===== config.mk =====
export PLATFORM = sky130hd
export DESIGN_NAME = par_pass
export DESIGN_NICKNAME = d
export VERILOG_FILES = /design/src/hdl/par_pkg.sv /design/src/hdl/par_pass.sv
export SDC_FILE = /design/constraint.sdc
export NUM_CORES = 2
export LEC_CHECK = 0
export ABC_AREA = 1
export BUFFER_PORTS_ARGS = -buffer_cell sky130_fd_sc_hd__buf_4
export CAP_MARGIN = 20
export CORE_ASPECT_RATIO = 0.5
export CORE_UTILIZATION = 56
export CTS_CLUSTER_DIAMETER = 120
export DETAILED_ROUTE_END_ITERATION = 7
export PLACE_DENSITY = 0.75
export RECOVER_POWER = 50
export SLEW_MARGIN = 20
export SYNTH_ARGS = -nofsm -noshare
export SYNTH_HDL_FRONTEND = slang
export SYNTH_MEMORY_MAX_BITS = 65536
export SYNTH_SLANG_ARGS = --single-unit

===== constraint.sdc =====
create_clock -name i_clk -period 4.78 [get_ports i_clk]
set_clock_uncertainty 0.15 [all_clocks]
set_input_delay 0.717 -clock i_clk [delete_from_list [all_inputs] [get_ports i_clk]]
set_output_delay 0.717 -clock i_clk [all_outputs]
set_load 0.01 [all_outputs]

===== src/hdl/par_pkg.sv =====
`timescale 1ns / 1ps
`default_nettype none
package par_pkg;

    localparam int ANG_Q_W  = 16;
    localparam int RAD_Q_W  = 17;
    localparam int ROM_DEPTH = 257;

    localparam logic [2:0] OCT_SWAP = 3'b001;
    localparam logic [2:0] OCT_YNEG = 3'b010;
    localparam logic [2:0] OCT_ZNEG = 3'b100;

    localparam logic [16:0] RADIUS_MAX = 17'd131071;

    typedef struct packed {
        logic               mode;
        logic signed [15:0] third;
        logic signed [10:0] ang;
        logic [16:0]        rad;
    } t_side;

    typedef struct packed {
        logic [2:0]  oct;
        logic        eq;
        logic        zero;
        logic [15:0] mag_z;
        logic [15:0] mag_y;
        t_side       side;
    } t_actl;

    typedef struct packed {
        logic [15:0] mag_z;
        logic [15:0] mag_y;
        logic [14:0] c;
        logic        is0;
        logic        isc0;
        logic        sat;
        logic signed [10:0] ang;
        t_side       side;
    } t_rctl;

    function automatic logic [15:0] mag16(input logic signed [15:0] v);
        logic [15:0] neg;
        neg = 16'(-v);
        return v[15] ? neg : 16'(v);
    endfunction

    localparam logic [7:0] ATAN_ROM [0:ROM_DEPTH-1] = '{
        8'h00, 8'h01, 8'h01, 8'h02, 8'h03, 8'h03, 8'h04, 8'h04, 8'h05, 8'h06, 8'h06, 8'h07,
        8'h08, 8'h08, 8'h09, 8'h0A, 8'h0A, 8'h0B, 8'h0B, 8'h0C, 8'h0D, 8'h0D, 8'h0E, 8'h0F,
        8'h0F, 8'h10, 8'h10, 8'h11, 8'h12, 8'h12, 8'h13, 8'h14, 8'h14, 8'h15, 8'h16, 8'h16,
        8'h17, 8'h17, 8'h18, 8'h19, 8'h19, 8'h1A, 8'h1B, 8'h1B, 8'h1C, 8'h1C, 8'h1D, 8'h1E,
        8'h1E, 8'h1F, 8'h1F, 8'h20, 8'h21, 8'h21, 8'h22, 8'h22, 8'h23, 8'h24, 8'h24, 8'h25,
        8'h26, 8'h26, 8'h27, 8'h27, 8'h28, 8'h29, 8'h29, 8'h2A, 8'h2A, 8'h2B, 8'h2C, 8'h2C,
        8'h2D, 8'h2D, 8'h2E, 8'h2E, 8'h2F, 8'h30, 8'h30, 8'h31, 8'h31, 8'h32, 8'h33, 8'h33,
        8'h34, 8'h34, 8'h35, 8'h35, 8'h36, 8'h37, 8'h37, 8'h38, 8'h38, 8'h39, 8'h39, 8'h3A,
        8'h3A, 8'h3B, 8'h3C, 8'h3C, 8'h3D, 8'h3D, 8'h3E, 8'h3E, 8'h3F, 8'h3F, 8'h40, 8'h41,
        8'h41, 8'h42, 8'h42, 8'h43, 8'h43, 8'h44, 8'h44, 8'h45, 8'h45, 8'h46, 8'h46, 8'h47,
        8'h47, 8'h48, 8'h48, 8'h49, 8'h4A, 8'h4A, 8'h4B, 8'h4B, 8'h4C, 8'h4C, 8'h4D, 8'h4D,
        8'h4E, 8'h4E, 8'h4F, 8'h4F, 8'h50, 8'h50, 8'h51, 8'h51, 8'h52, 8'h52, 8'h53, 8'h53,
        8'h54, 8'h54, 8'h54, 8'h55, 8'h55, 8'h56, 8'h56, 8'h57, 8'h57, 8'h58, 8'h58, 8'h59,
        8'h59, 8'h5A, 8'h5A, 8'h5B, 8'h5B, 8'h5B, 8'h5C, 8'h5C, 8'h5D, 8'h5D, 8'h5E, 8'h5E,
        8'h5F, 8'h5F, 8'h60, 8'h60, 8'h60, 8'h61, 8'h61, 8'h62, 8'h62, 8'h63, 8'h63, 8'h63,
        8'h64, 8'h64, 8'h65, 8'h65, 8'h66, 8'h66, 8'h66, 8'h67, 8'h67, 8'h68, 8'h68, 8'h68,
        8'h69, 8'h69, 8'h6A, 8'h6A, 8'h6A, 8'h6B, 8'h6B, 8'h6C, 8'h6C, 8'h6C, 8'h6D, 8'h6D,
        8'h6E, 8'h6E, 8'h6E, 8'h6F, 8'h6F, 8'h70, 8'h70, 8'h70, 8'h71, 8'h71, 8'h71, 8'h72,
        8'h72, 8'h73, 8'h73, 8'h73, 8'h74, 8'h74, 8'h74, 8'h75, 8'h75, 8'h76, 8'h76, 8'h76,
        8'h77, 8'h77, 8'h77, 8'h78, 8'h78, 8'h78, 8'h79, 8'h79, 8'h79, 8'h7A, 8'h7A, 8'h7A,
        8'h7B, 8'h7B, 8'h7B, 8'h7C, 8'h7C, 8'h7C, 8'h7D, 8'h7D, 8'h7D, 8'h7E, 8'h7E, 8'h7E,
        8'h7F, 8'h7F, 8'h7F, 8'h80, 8'h80
    };

    localparam logic [14:0] SINE_ROM [0:ROM_DEPTH-1] = '{
        15'd0, 15'd101, 15'd201, 15'd302, 15'd402, 15'd503, 15'd603, 15'd704, 15'd804,
        15'd904, 15'd1005, 15'd1105, 15'd1205, 15'd1306, 15'd1406, 15'd1506, 15'd1606,
        15'd1706, 15'd1806, 15'd1906, 15'd2006, 15'd2105, 15'd2205, 15'd2305, 15'd2404,
        15'd2503, 15'd2603, 15'd2702, 15'd2801, 15'd2900, 15'd2999, 15'd3098, 15'd3196,
        15'd3295, 15'd3393, 15'd3492, 15'd3590, 15'd3688, 15'd3786, 15'd3883, 15'd3981,
        15'd4078, 15'd4176, 15'd4273, 15'd4370, 15'd4467, 15'd4563, 15'd4660, 15'd4756,
        15'd4852, 15'd4948, 15'd5044, 15'd5139, 15'd5235, 15'd5330, 15'd5425, 15'd5520,
        15'd5614, 15'd5708, 15'd5803, 15'd5897, 15'd5990, 15'd6084, 15'd6177, 15'd6270,
        15'd6363, 15'd6455, 15'd6547, 15'd6639, 15'd6731, 15'd6823, 15'd6914, 15'd7005,
        15'd7096, 15'd7186, 15'd7276, 15'd7366, 15'd7456, 15'd7545, 15'd7635, 15'd7723,
        15'd7812, 15'd7900, 15'd7988, 15'd8076, 15'd8163, 15'd8250, 15'd8337, 15'd8423,
        15'd8509, 15'd8595, 15'd8680, 15'd8765, 15'd8850, 15'd8935, 15'd9019, 15'd9102,
        15'd9186, 15'd9269, 15'd9352, 15'd9434, 15'd9516, 15'd9598, 15'd9679, 15'd9760,
        15'd9841, 15'd9921, 15'd10001, 15'd10080, 15'd10159, 15'd10238, 15'd10316,
        15'd10394, 15'd10471, 15'd10549, 15'd10625, 15'd10702, 15'd10778, 15'd10853,
        15'd10928, 15'd11003, 15'd11077, 15'd11151, 15'd11224, 15'd11297, 15'd11370,
        15'd11442, 15'd11514, 15'd11585, 15'd11656, 15'd11727, 15'd11797, 15'd11866,
        15'd11935, 15'd12004, 15'd12072, 15'd12140, 15'd12207, 15'd12274, 15'd12340,
        15'd12406, 15'd12472, 15'd12537, 15'd12601, 15'd12665, 15'd12729, 15'd12792,
        15'd12854, 15'd12916, 15'd12978, 15'd13039, 15'd13100, 15'd13160, 15'd13219,
        15'd13279, 15'd13337, 15'd13395, 15'd13453, 15'd13510, 15'd13567, 15'd13623,
        15'd13678, 15'd13733, 15'd13788, 15'd13842, 15'd13896, 15'd13949, 15'd14001,
        15'd14053, 15'd14104, 15'd14155, 15'd14206, 15'd14256, 15'd14305, 15'd14354,
        15'd14402, 15'd14449, 15'd14497, 15'd14543, 15'd14589, 15'd14635, 15'd14680,
        15'd14724, 15'd14768, 15'd14811, 15'd14854, 15'd14896, 15'd14937, 15'd14978,
        15'd15019, 15'd15059, 15'd15098, 15'd15137, 15'd15175, 15'd15213, 15'd15250,
        15'd15286, 15'd15322, 15'd15357, 15'd15392, 15'd15426, 15'd15460, 15'd15493,
        15'd15525, 15'd15557, 15'd15588, 15'd15619, 15'd15649, 15'd15679, 15'd15707,
        15'd15736, 15'd15763, 15'd15791, 15'd15817, 15'd15843, 15'd15868, 15'd15893,
        15'd15917, 15'd15941, 15'd15964, 15'd15986, 15'd16008, 15'd16029, 15'd16049,
        15'd16069, 15'd16088, 15'd16107, 15'd16125, 15'd16143, 15'd16160, 15'd16176,
        15'd16192, 15'd16207, 15'd16221, 15'd16235, 15'd16248, 15'd16261, 15'd16273,
        15'd16284, 15'd16295, 15'd16305, 15'd16315, 15'd16324, 15'd16332, 15'd16340,
        15'd16347, 15'd16353, 15'd16359, 15'd16364, 15'd16369, 15'd16373, 15'd16376,
        15'd16379, 15'd16381, 15'd16383, 15'd16384, 15'd16384
    };

endpackage
`default_nettype wire


===== src/hdl/par_pass.sv =====
`timescale 1ns / 1ps
`default_nettype none
module par_pass (
    input  wire logic               i_clk,
    input  wire logic               i_rst_n,
    input  wire logic               i_ce,
    input  wire logic               i_valid,
    input  wire logic signed [15:0] i_z,
    input  wire logic signed [15:0] i_y,
    input  par_pkg::t_side          i_side,
    output logic                    o_valid,
    output logic signed [10:0]      o_ang,
    output logic [16:0]             o_rad,
    output par_pkg::t_side          o_side
);
    import par_pkg::*;

    // angle divider: stage 0 is the decode, k holds k quotient bits
    logic          r_av     [0:ANG_Q_W];
    t_actl         r_actl   [0:ANG_Q_W];
    logic [15:0]   r_arem   [0:ANG_Q_W];
    logic [15:0]   r_alarge [0:ANG_Q_W];
    logic [15:0]   r_aq     [0:ANG_Q_W];
    logic [15:0]   n_arem   [0:ANG_Q_W-1];
    logic          n_abit   [0:ANG_Q_W-1];

    // angle stage
    logic               r_pv;
    logic signed [10:0] r_pang;
    logic [15:0]        r_pmz;
    logic [15:0]        r_pmy;
    t_side              r_pside;

    // radius divider
    logic          r_rv   [0:RAD_Q_W];
    t_rctl         r_rctl [0:RAD_Q_W];
    logic [14:0]   r_rrem [0:RAD_Q_W];
    logic [16:0]   r_rq   [0:RAD_Q_W];
    logic [14:0]   n_rrem [0:RAD_Q_W-1];
    logic          n_rbit [0:RAD_Q_W-1];

    logic               r_ov;
    logic signed [10:0] r_oang;
    logic [16:0]        r_orad;
    t_side              r_oside;

    // decode
    logic [15:0] n_mz, n_my;
    logic        n_swap;
    t_actl       n_actl0;
    always_comb begin
        n_mz   = mag16(i_z);
        n_my   = mag16(i_y);
        n_swap = n_mz > n_my;
        n_actl0.oct   = (i_z[15] ? OCT_ZNEG : 3'b000) | (i_y[15] ? OCT_YNEG : 3'b000)
                      | (n_swap ? OCT_SWAP : 3'b000);
        n_actl0.eq    = n_mz == n_my;
        n_actl0.zero  = (n_mz == 16'd0) && (n_my == 16'd0);
        n_actl0.mag_z = n_mz;
        n_actl0.mag_y = n_my;
        n_actl0.side  = i_side;
    end

    // one restoring step per stage
    always_comb begin
        logic [16:0] t;
        for (int k = 0; k < ANG_Q_W; k++) begin
            t = {r_arem[k], 1'b0};
            if (t >= {1'b0, r_alarge[k]}) begin
                n_arem[k] = 16'(t - {1'b0, r_alarge[k]});
                n_abit[k] = 1'b1;
            end else begin
                n_arem[k] = t[15:0];
                n_abit[k] = 1'b0;
            end
        end
    end

    // rounding, table lookup and octant unfold
    logic [16:0]        n_qr;
    logic [8:0]         n_idx;
    logic signed [10:0] n_r;
    logic signed [10:0] n_ang;
    always_comb begin
        n_qr  = {1'b0, r_aq[ANG_Q_W]} + (r_aq[ANG_Q_W][7] ? 17'd256 : 17'd0);
        n_idx = n_qr[16:8];
        n_r   = r_actl[ANG_Q_W].eq ? 11'sd128 : $signed({3'b000, ATAN_ROM[n_idx]});
        case (r_actl[ANG_Q_W].oct)
            3'b000:                          n_ang = n_r;
            OCT_SWAP:                        n_ang = 11'sd256 - n_r;
            OCT_YNEG:                        n_ang = 11'sd512 - n_r;
            OCT_YNEG | OCT_SWAP:             n_ang = n_r + 11'sd256;
            OCT_ZNEG:                        n_ang = -n_r;
            OCT_ZNEG | OCT_SWAP:             n_ang = n_r - 11'sd256;
            OCT_ZNEG | OCT_YNEG:             n_ang = n_r - 11'sd512;
            default:                         n_ang = -(n_r + 11'sd256);
        endcase
        if (r_actl[ANG_Q_W].zero) begin
            n_ang = 11'sd0;
        end
    end

    // fold to a quarter turn and look up the cosine
    logic [10:0] n_aabs;
    logic [8:0]  n_fold;
    t_rctl       n_rctl0;
    always_comb begin
        n_aabs = r_pang[10] ? 11'(-r_pang) : 11'(r_pang);
        n_fold = (n_aabs >= 11'd256) ? 9'(11'd512 - n_aabs) : n_aabs[8:0];
        n_rctl0.mag_z = r_pmz;
        n_rctl0.mag_y = r_pmy;
        n_rctl0.c     = SINE_ROM[9'(9'd256 - n_fold)];
        n_rctl0.is0   = n_fold == 9'd0;
        n_rctl0.isc0  = n_rctl0.c == 15'd0;
        n_rctl0.sat   = {2'b00, r_pmy} >= {n_rctl0.c, 3'b000};
        n_rctl0.ang   = r_pang;
        n_rctl0.side  = r_pside;
    end

    // dividend is mag_y shifted left by 14
    always_comb begin
        logic [16:0] dvd;
        logic [15:0] t;
        for (int j = 0; j < RAD_Q_W; j++) begin
            dvd = {r_rctl[j].mag_y[2:0], 14'd0};
            t   = {r_rrem[j], dvd[5'(RAD_Q_W - 1 - j)]};
            if (t >= {1'b0, r_rctl[j].c}) begin
                n_rrem[j] = 15'(t - {1'b0, r_rctl[j].c});
                n_rbit[j] = 1'b1;
            end else begin
                n_rrem[j] = t[14:0];
                n_rbit[j] = 1'b0;
            end
        end
    end

    logic [16:0] n_rad;
    always_comb begin
        if (r_rctl[RAD_Q_W].is0) begin
            n_rad = {1'b0, r_rctl[RAD_Q_W].mag_y};
        end else if (r_rctl[RAD_Q_W].isc0) begin
            n_rad = {1'b0, r_rctl[RAD_Q_W].mag_z};
        end else if (r_rctl[RAD_Q_W].sat) begin
            n_rad = RADIUS_MAX;
        end else begin
            n_rad = r_rq[RAD_Q_W];
        end
    end

    always_ff @(posedge i_clk) begin
        if (!i_rst_n) begin
            for (int k = 0; k <= ANG_Q_W; k++) r_av[k] <= 1'b0;
            for (int j = 0; j <= RAD_Q_W; j++) r_rv[j] <= 1'b0;
            r_pv <= 1'b0;
            r_ov <= 1'b0;
        end else if (i_ce) begin
            r_av[0] <= i_valid;
            for (int k = 1; k <= ANG_Q_W; k++) r_av[k] <= r_av[k-1];
            r_pv    <= r_av[ANG_Q_W];
            r_rv[0] <= r_pv;
            for (int j = 1; j <= RAD_Q_W; j++) r_rv[j] <= r_rv[j-1];
            r_ov    <= r_rv[RAD_Q_W];
        end
    end

    always_ff @(posedge i_clk) begin
        if (i_ce) begin
            r_actl[0]   <= n_actl0;
            r_arem[0]   <= n_swap ? n_my : n_mz;
            r_alarge[0] <= n_swap ? n_mz : n_my;
            r_aq[0]     <= 16'd0;
            for (int k = 1; k <= ANG_Q_W; k++) begin
                r_actl[k]   <= r_actl[k-1];
                r_arem[k]   <= n_arem[k-1];
                r_alarge[k] <= r_alarge[k-1];
                r_aq[k]     <= {r_aq[k-1][14:0], n_abit[k-1]};
            end
            r_pang  <= n_ang;
            r_pmz   <= r_actl[ANG_Q_W].mag_z;
            r_pmy   <= r_actl[ANG_Q_W].mag_y;
            r_pside <= r_actl[ANG_Q_W].side;
            r_rctl[0] <= n_rctl0;
            r_rrem[0] <= {2'b00, r_pmy[15:3]};
            r_rq[0]   <= 17'd0;
            for (int j = 1; j <= RAD_Q_W; j++) begin
                r_rctl[j] <= r_rctl[j-1];
                r_rrem[j] <= n_rrem[j-1];
                r_rq[j]   <= {r_rq[j-1][15:0], n_rbit[j-1]};
            end
            r_oang  <= r_rctl[RAD_Q_W].ang;
            r_orad  <= n_rad;
            r_oside <= r_rctl[RAD_Q_W].side;
        end
    end

    assign o_valid = r_ov;
    assign o_ang   = r_oang;
    assign o_rad   = r_orad;
    assign o_side  = r_oside;
endmodule
`default_nettype wire


==> results.sh <==
export IMPL_status="finished, violations left"
export IMPL_violations="capacitance limit, slew limit"
export IMPL_irDropWorstVdd_mv=0.327
export IMPL_min_to="r_av[0]"
export IMPL_synth_cell_type_count=62
export IMPL_core_area_um2=276000
export IMPL_wl_met3_um=10400
export IMPL_worstPathRequired_ns=5.33
export IMPL_netlist_area_um2=156000
export IMPL_hold_class="input pin to register"
export IMPL_grt_usage_pct=19.5
export IMPL_async_reset_ff_share_pct=0
export IMPL_antenna_cells=0
export IMPL_leakage_nw=66.2
export IMPL_worstRegToRegCells=34
export IMPL_synth_warnings=0
export IMPL_wirelength_um=278000
export IMPL_tightest_slew_ns=3.42
export IMPL_grt_max_degree=199
export IMPL_layout_cells_non_filler=14300
export IMPL_grt_pass1_wl_um=425000
export IMPL_die_h_um=375
export IMPL_tritoncts="done"
export IMPL_synth_top_family_by_area="simple AND/OR/NAND/NOR gates"
export IMPL_path_clk_slew_ns=0.07
export IMPL_vias=74900
export IMPL_hold_violations=0
export IMPL_finalSetupViolations=0
export IMPL_crit_path_frequent_cell="nand2_1"
export IMPL_synthTopCellsByArea="edfxtp_1 (81%), ha_1 (3.6%), nand2_1 (3.0%), inv_1 (2.2%), a21oi_1 (1.8%)"
export IMPL_synth_seq_cells=4242
export IMPL_start_util_pct=56.5
export IMPL_cts_root_buf="clkbuf_16"
export IMPL_crit_slowest_cell="edfxtp_1"
export IMPL_seqCellArea_um2=127000
export IMPL_max_freq_ghz=0.214
export IMPL_crit_start="r_pang[0]"
export IMPL_gr_total_overflow=0
export IMPL_crit_type="register to register"
export IMPL_cellPowerDensity_nw_per_um2=534
export IMPL_place_congestion=0.893
export IMPL_startpoint_type="register"
export IMPL_syn_to_final_growth_pct=13.5
export IMPL_vias_per_cell=5.22
export IMPL_first_iter_violations=5671
export IMPL_fin_area_um2=177000
export IMPL_synth_edf_count=4223
export IMPL_rsz0062_at_grt="yes"
export IMPL_synth_seq_area_share_pct=81.6
export IMPL_fin_tns_setup_ns=0
export IMPL_worst_r2r_endpoint="r_rctl[0][56]"
export IMPL_synthAdderAreaFrac_pct=3.86
export IMPL_dieWidth_um=748
export IMPL_finalCritPeriodShare_pct=97.5
export IMPL_synth_compound_gate_area_share_pct=4.12
export IMPL_layout_setup_ws_ns=0.118
export IMPL_io_pins=155
export IMPL_synth_mux_area_fraction_pct=0
export IMPL_critPathArrivalTime_ns=5.21
export IMPL_fin_util_pct=64.1
export IMPL_avgSynthCellArea_um2=16.4
export IMPL_multi_input_area_um2=25100
export IMPL_synth_top_area_share_pct=81.4
export IMPL_slew_headroom_pct=-128
export IMPL_cp_end_kind="register"
export IMPL_yosys_area_top_type="edfxtp_1"
export IMPL_cts_sinks=4242
export IMPL_core_rowCount=136
export IMPL_max_stage_delay_ns=0.41
export IMPL_layout_drive_gt1_share_pct=11.8
export IMPL_numPortBuffers=154
export IMPL_clk_latency_ns=0.89
export IMPL_die_area_um2=281000
export IMPL_syn_nets=10000
export IMPL_top_layer_used="met4"
export IMPL_synth_xor_area_share_pct=1.77
export IMPL_hpwl_um=168000
export IMPL_place_area_um2=165000
export IMPL_pre_cts_ws_ns=-0.537
export IMPL_worstPathMaxFanout=5
export IMPL_drc=0
export IMPL_grt_pass1_vias=76400
export IMPL_ys_flop_type="edfxtp_1"
export IMPL_ant_nets=0
export IMPL_whs_ns=0.107
export IMPL_fin_crit_ns=4.66
export IMPL_r2r_slack_ns=0.12
export IMPL_fill_cells=18600
export IMPL_fin_nets=10900
export IMPL_whs_path_depth=3
export IMPL_grt_antenna_before_repair=2
export IMPL_postSynthCellCount=9499
export IMPL_maxSlewViolCount=345
export IMPL_maxCapViolations=5
export IMPL_routedWlPerCell_um=19.4
export IMPL_wl_met1_um=117000
export IMPL_cts_buffers=349
export IMPL_synth_simple_gate_area_share_pct=5.93
export IMPL_clock_path_buffers=4
export IMPL_r2r_start="r_pang[0]"
export IMPL_hp_start="i_valid"
export IMPL_wl_met2_um=143000
export IMPL_dr_pass1_iters=7
export IMPL_power_mw=94.6
export IMPL_htree_levels=5
export IMPL_dp_cells=13600
sequential cells by signal, summed over array words and instances, names as in the netlist, 11 cells and up:
| name | flops |
|---|---|
| o_ang | 11 |
| r_actl | 1394 |
| r_rv | 18 |
| r_arem | 144 |
| r_pmy | 16 |
| r_rrem | 225 |
| o_side | 45 |
| r_alarge | 144 |
| n_rctl0 | 45 |
| o_rad | 17 |
| r_pang | 11 |
| r_rctl | 1893 |
| r_pmz | 16 |
| r_av | 17 |
| r_rq | 136 |
| r_aq | 108 |
how the worst max path moves through the flow:
stage	cells after the start	slack [ns]	endpoint
floorplan	34	0.006	r_rctl[0][56]
global placement	33	-0.50	r_rctl[0][56]
detailed placement	31	-0.54	r_rctl[0][56]
CTS	30	0.004	r_rctl[0][56]
global route	30	-0.11	r_rctl[0][56]
finish	34	0.12	r_rctl[0][56]
routing by layer:
metal	up-vias	global-route usage (%)
met5	-	0
met4	0	5.26
met3	421	2.74
met2	1547	35.3
met1	36600	24.9
li1	36300	-
synthesized netlist by cell type, types with 6 or more instances:
cell       number
nand2_1      1253
nand3_1       297
a211oi_1       15
fa_1           23
o221ai_1       10
o21bai_1       31
nor3_1         43
buf_2          39
xnor2_1       121
nand3b_1        8
dfxtp_1        19
or2_2          19
edfxtp_1     4223
nor2_2          6
buf_4          12
clkbuf_1       90
nor2_1        462
ha_1          444
a21oi_1       562
o21ai_1        25
a311oi_1        8
nand2_2        11
nand4_1        45
o21ai_0       384
a221o_1         6
xor2_1        191
a31oi_1        25
a21o_1          9
nor4_1         33
o31ai_1        15
inv_1         922
o211ai_1       21
buf_1           7
o22ai_1        30
o21a_1          9
nor4b_1         8
o2111ai_1       6
nand2_4         8
inv_2           9
critical path: cells and delay by family (launching register included):
family	cells	cell delay [ns]
AOI/OAI and AO/OA	4	0.63
and+or+nand+nor	20	2.11
adders and majority gates	3	0.54
buffers and inverters	7	0.70
DFF	1	0.41
final cells by class:
cell class	count	area share (%)
flip-flops and latches	4242	71.9
multi-input cells	4168	14.2
clock buffers	430	5.19
repair buffers	637	3.12
well taps	3726	2.64
inverters	935	2.00
clock inverters	198	0.977
layout by cell type (no fill, tap or decap), types with 25 or more instances in the layout:
master         count
nor4_1            32
inv_2             30
xnor2_1          121
clkinv_2          50
nand2_2           43
nand4_1           45
xor2_1           191
o21bai_1          31
buf_4            441
a31oi_1           25
nand3_1          274
nor3_1            43
o21ai_0          374
clkbuf_16        355
edfxtp_1        4223
inv_1            897
clkbuf_1         100
nor2_1           426
dlygate4sd3_1     51
o22ai_1           30
clkbuf_4          44
a21oi_1          561
ha_1             428
o21ai_1           27
buf_12            51
nand2_1         1218
clkinv_1          85
power breakdown:
group          switching (mW)  total [mW]  internal [mW]  leakage, nW
Combinational            11.8        19.2           7.37         19.4
Sequential               1.58        47.5           45.9         41.5
Clock                    13.0        27.9           14.9         5.30
what timing repair did:
action | in CTS | in global routing
hold buffers | 51 | 0
setup endpoints to repair | 2 | 1
buffers inserted | 9 | 15
cloned | 0 | 0
pin swaps | 17 | 62
resized for setup | 44 | 148
endpoints found under the hold margin | 54 | 0
logic make-up (layout without fill, tap and decap cells):
family | after synthesis | after routing
fa+ha+maj | 467 | 467
flops | 4242 | 4242
buf+inv | 1089 | 2200
xor+xnor | 314 | 314
simple gates | 2209 | 2209
compound gates | 1178 | 1178
Power figures use the tool's default switching activity.
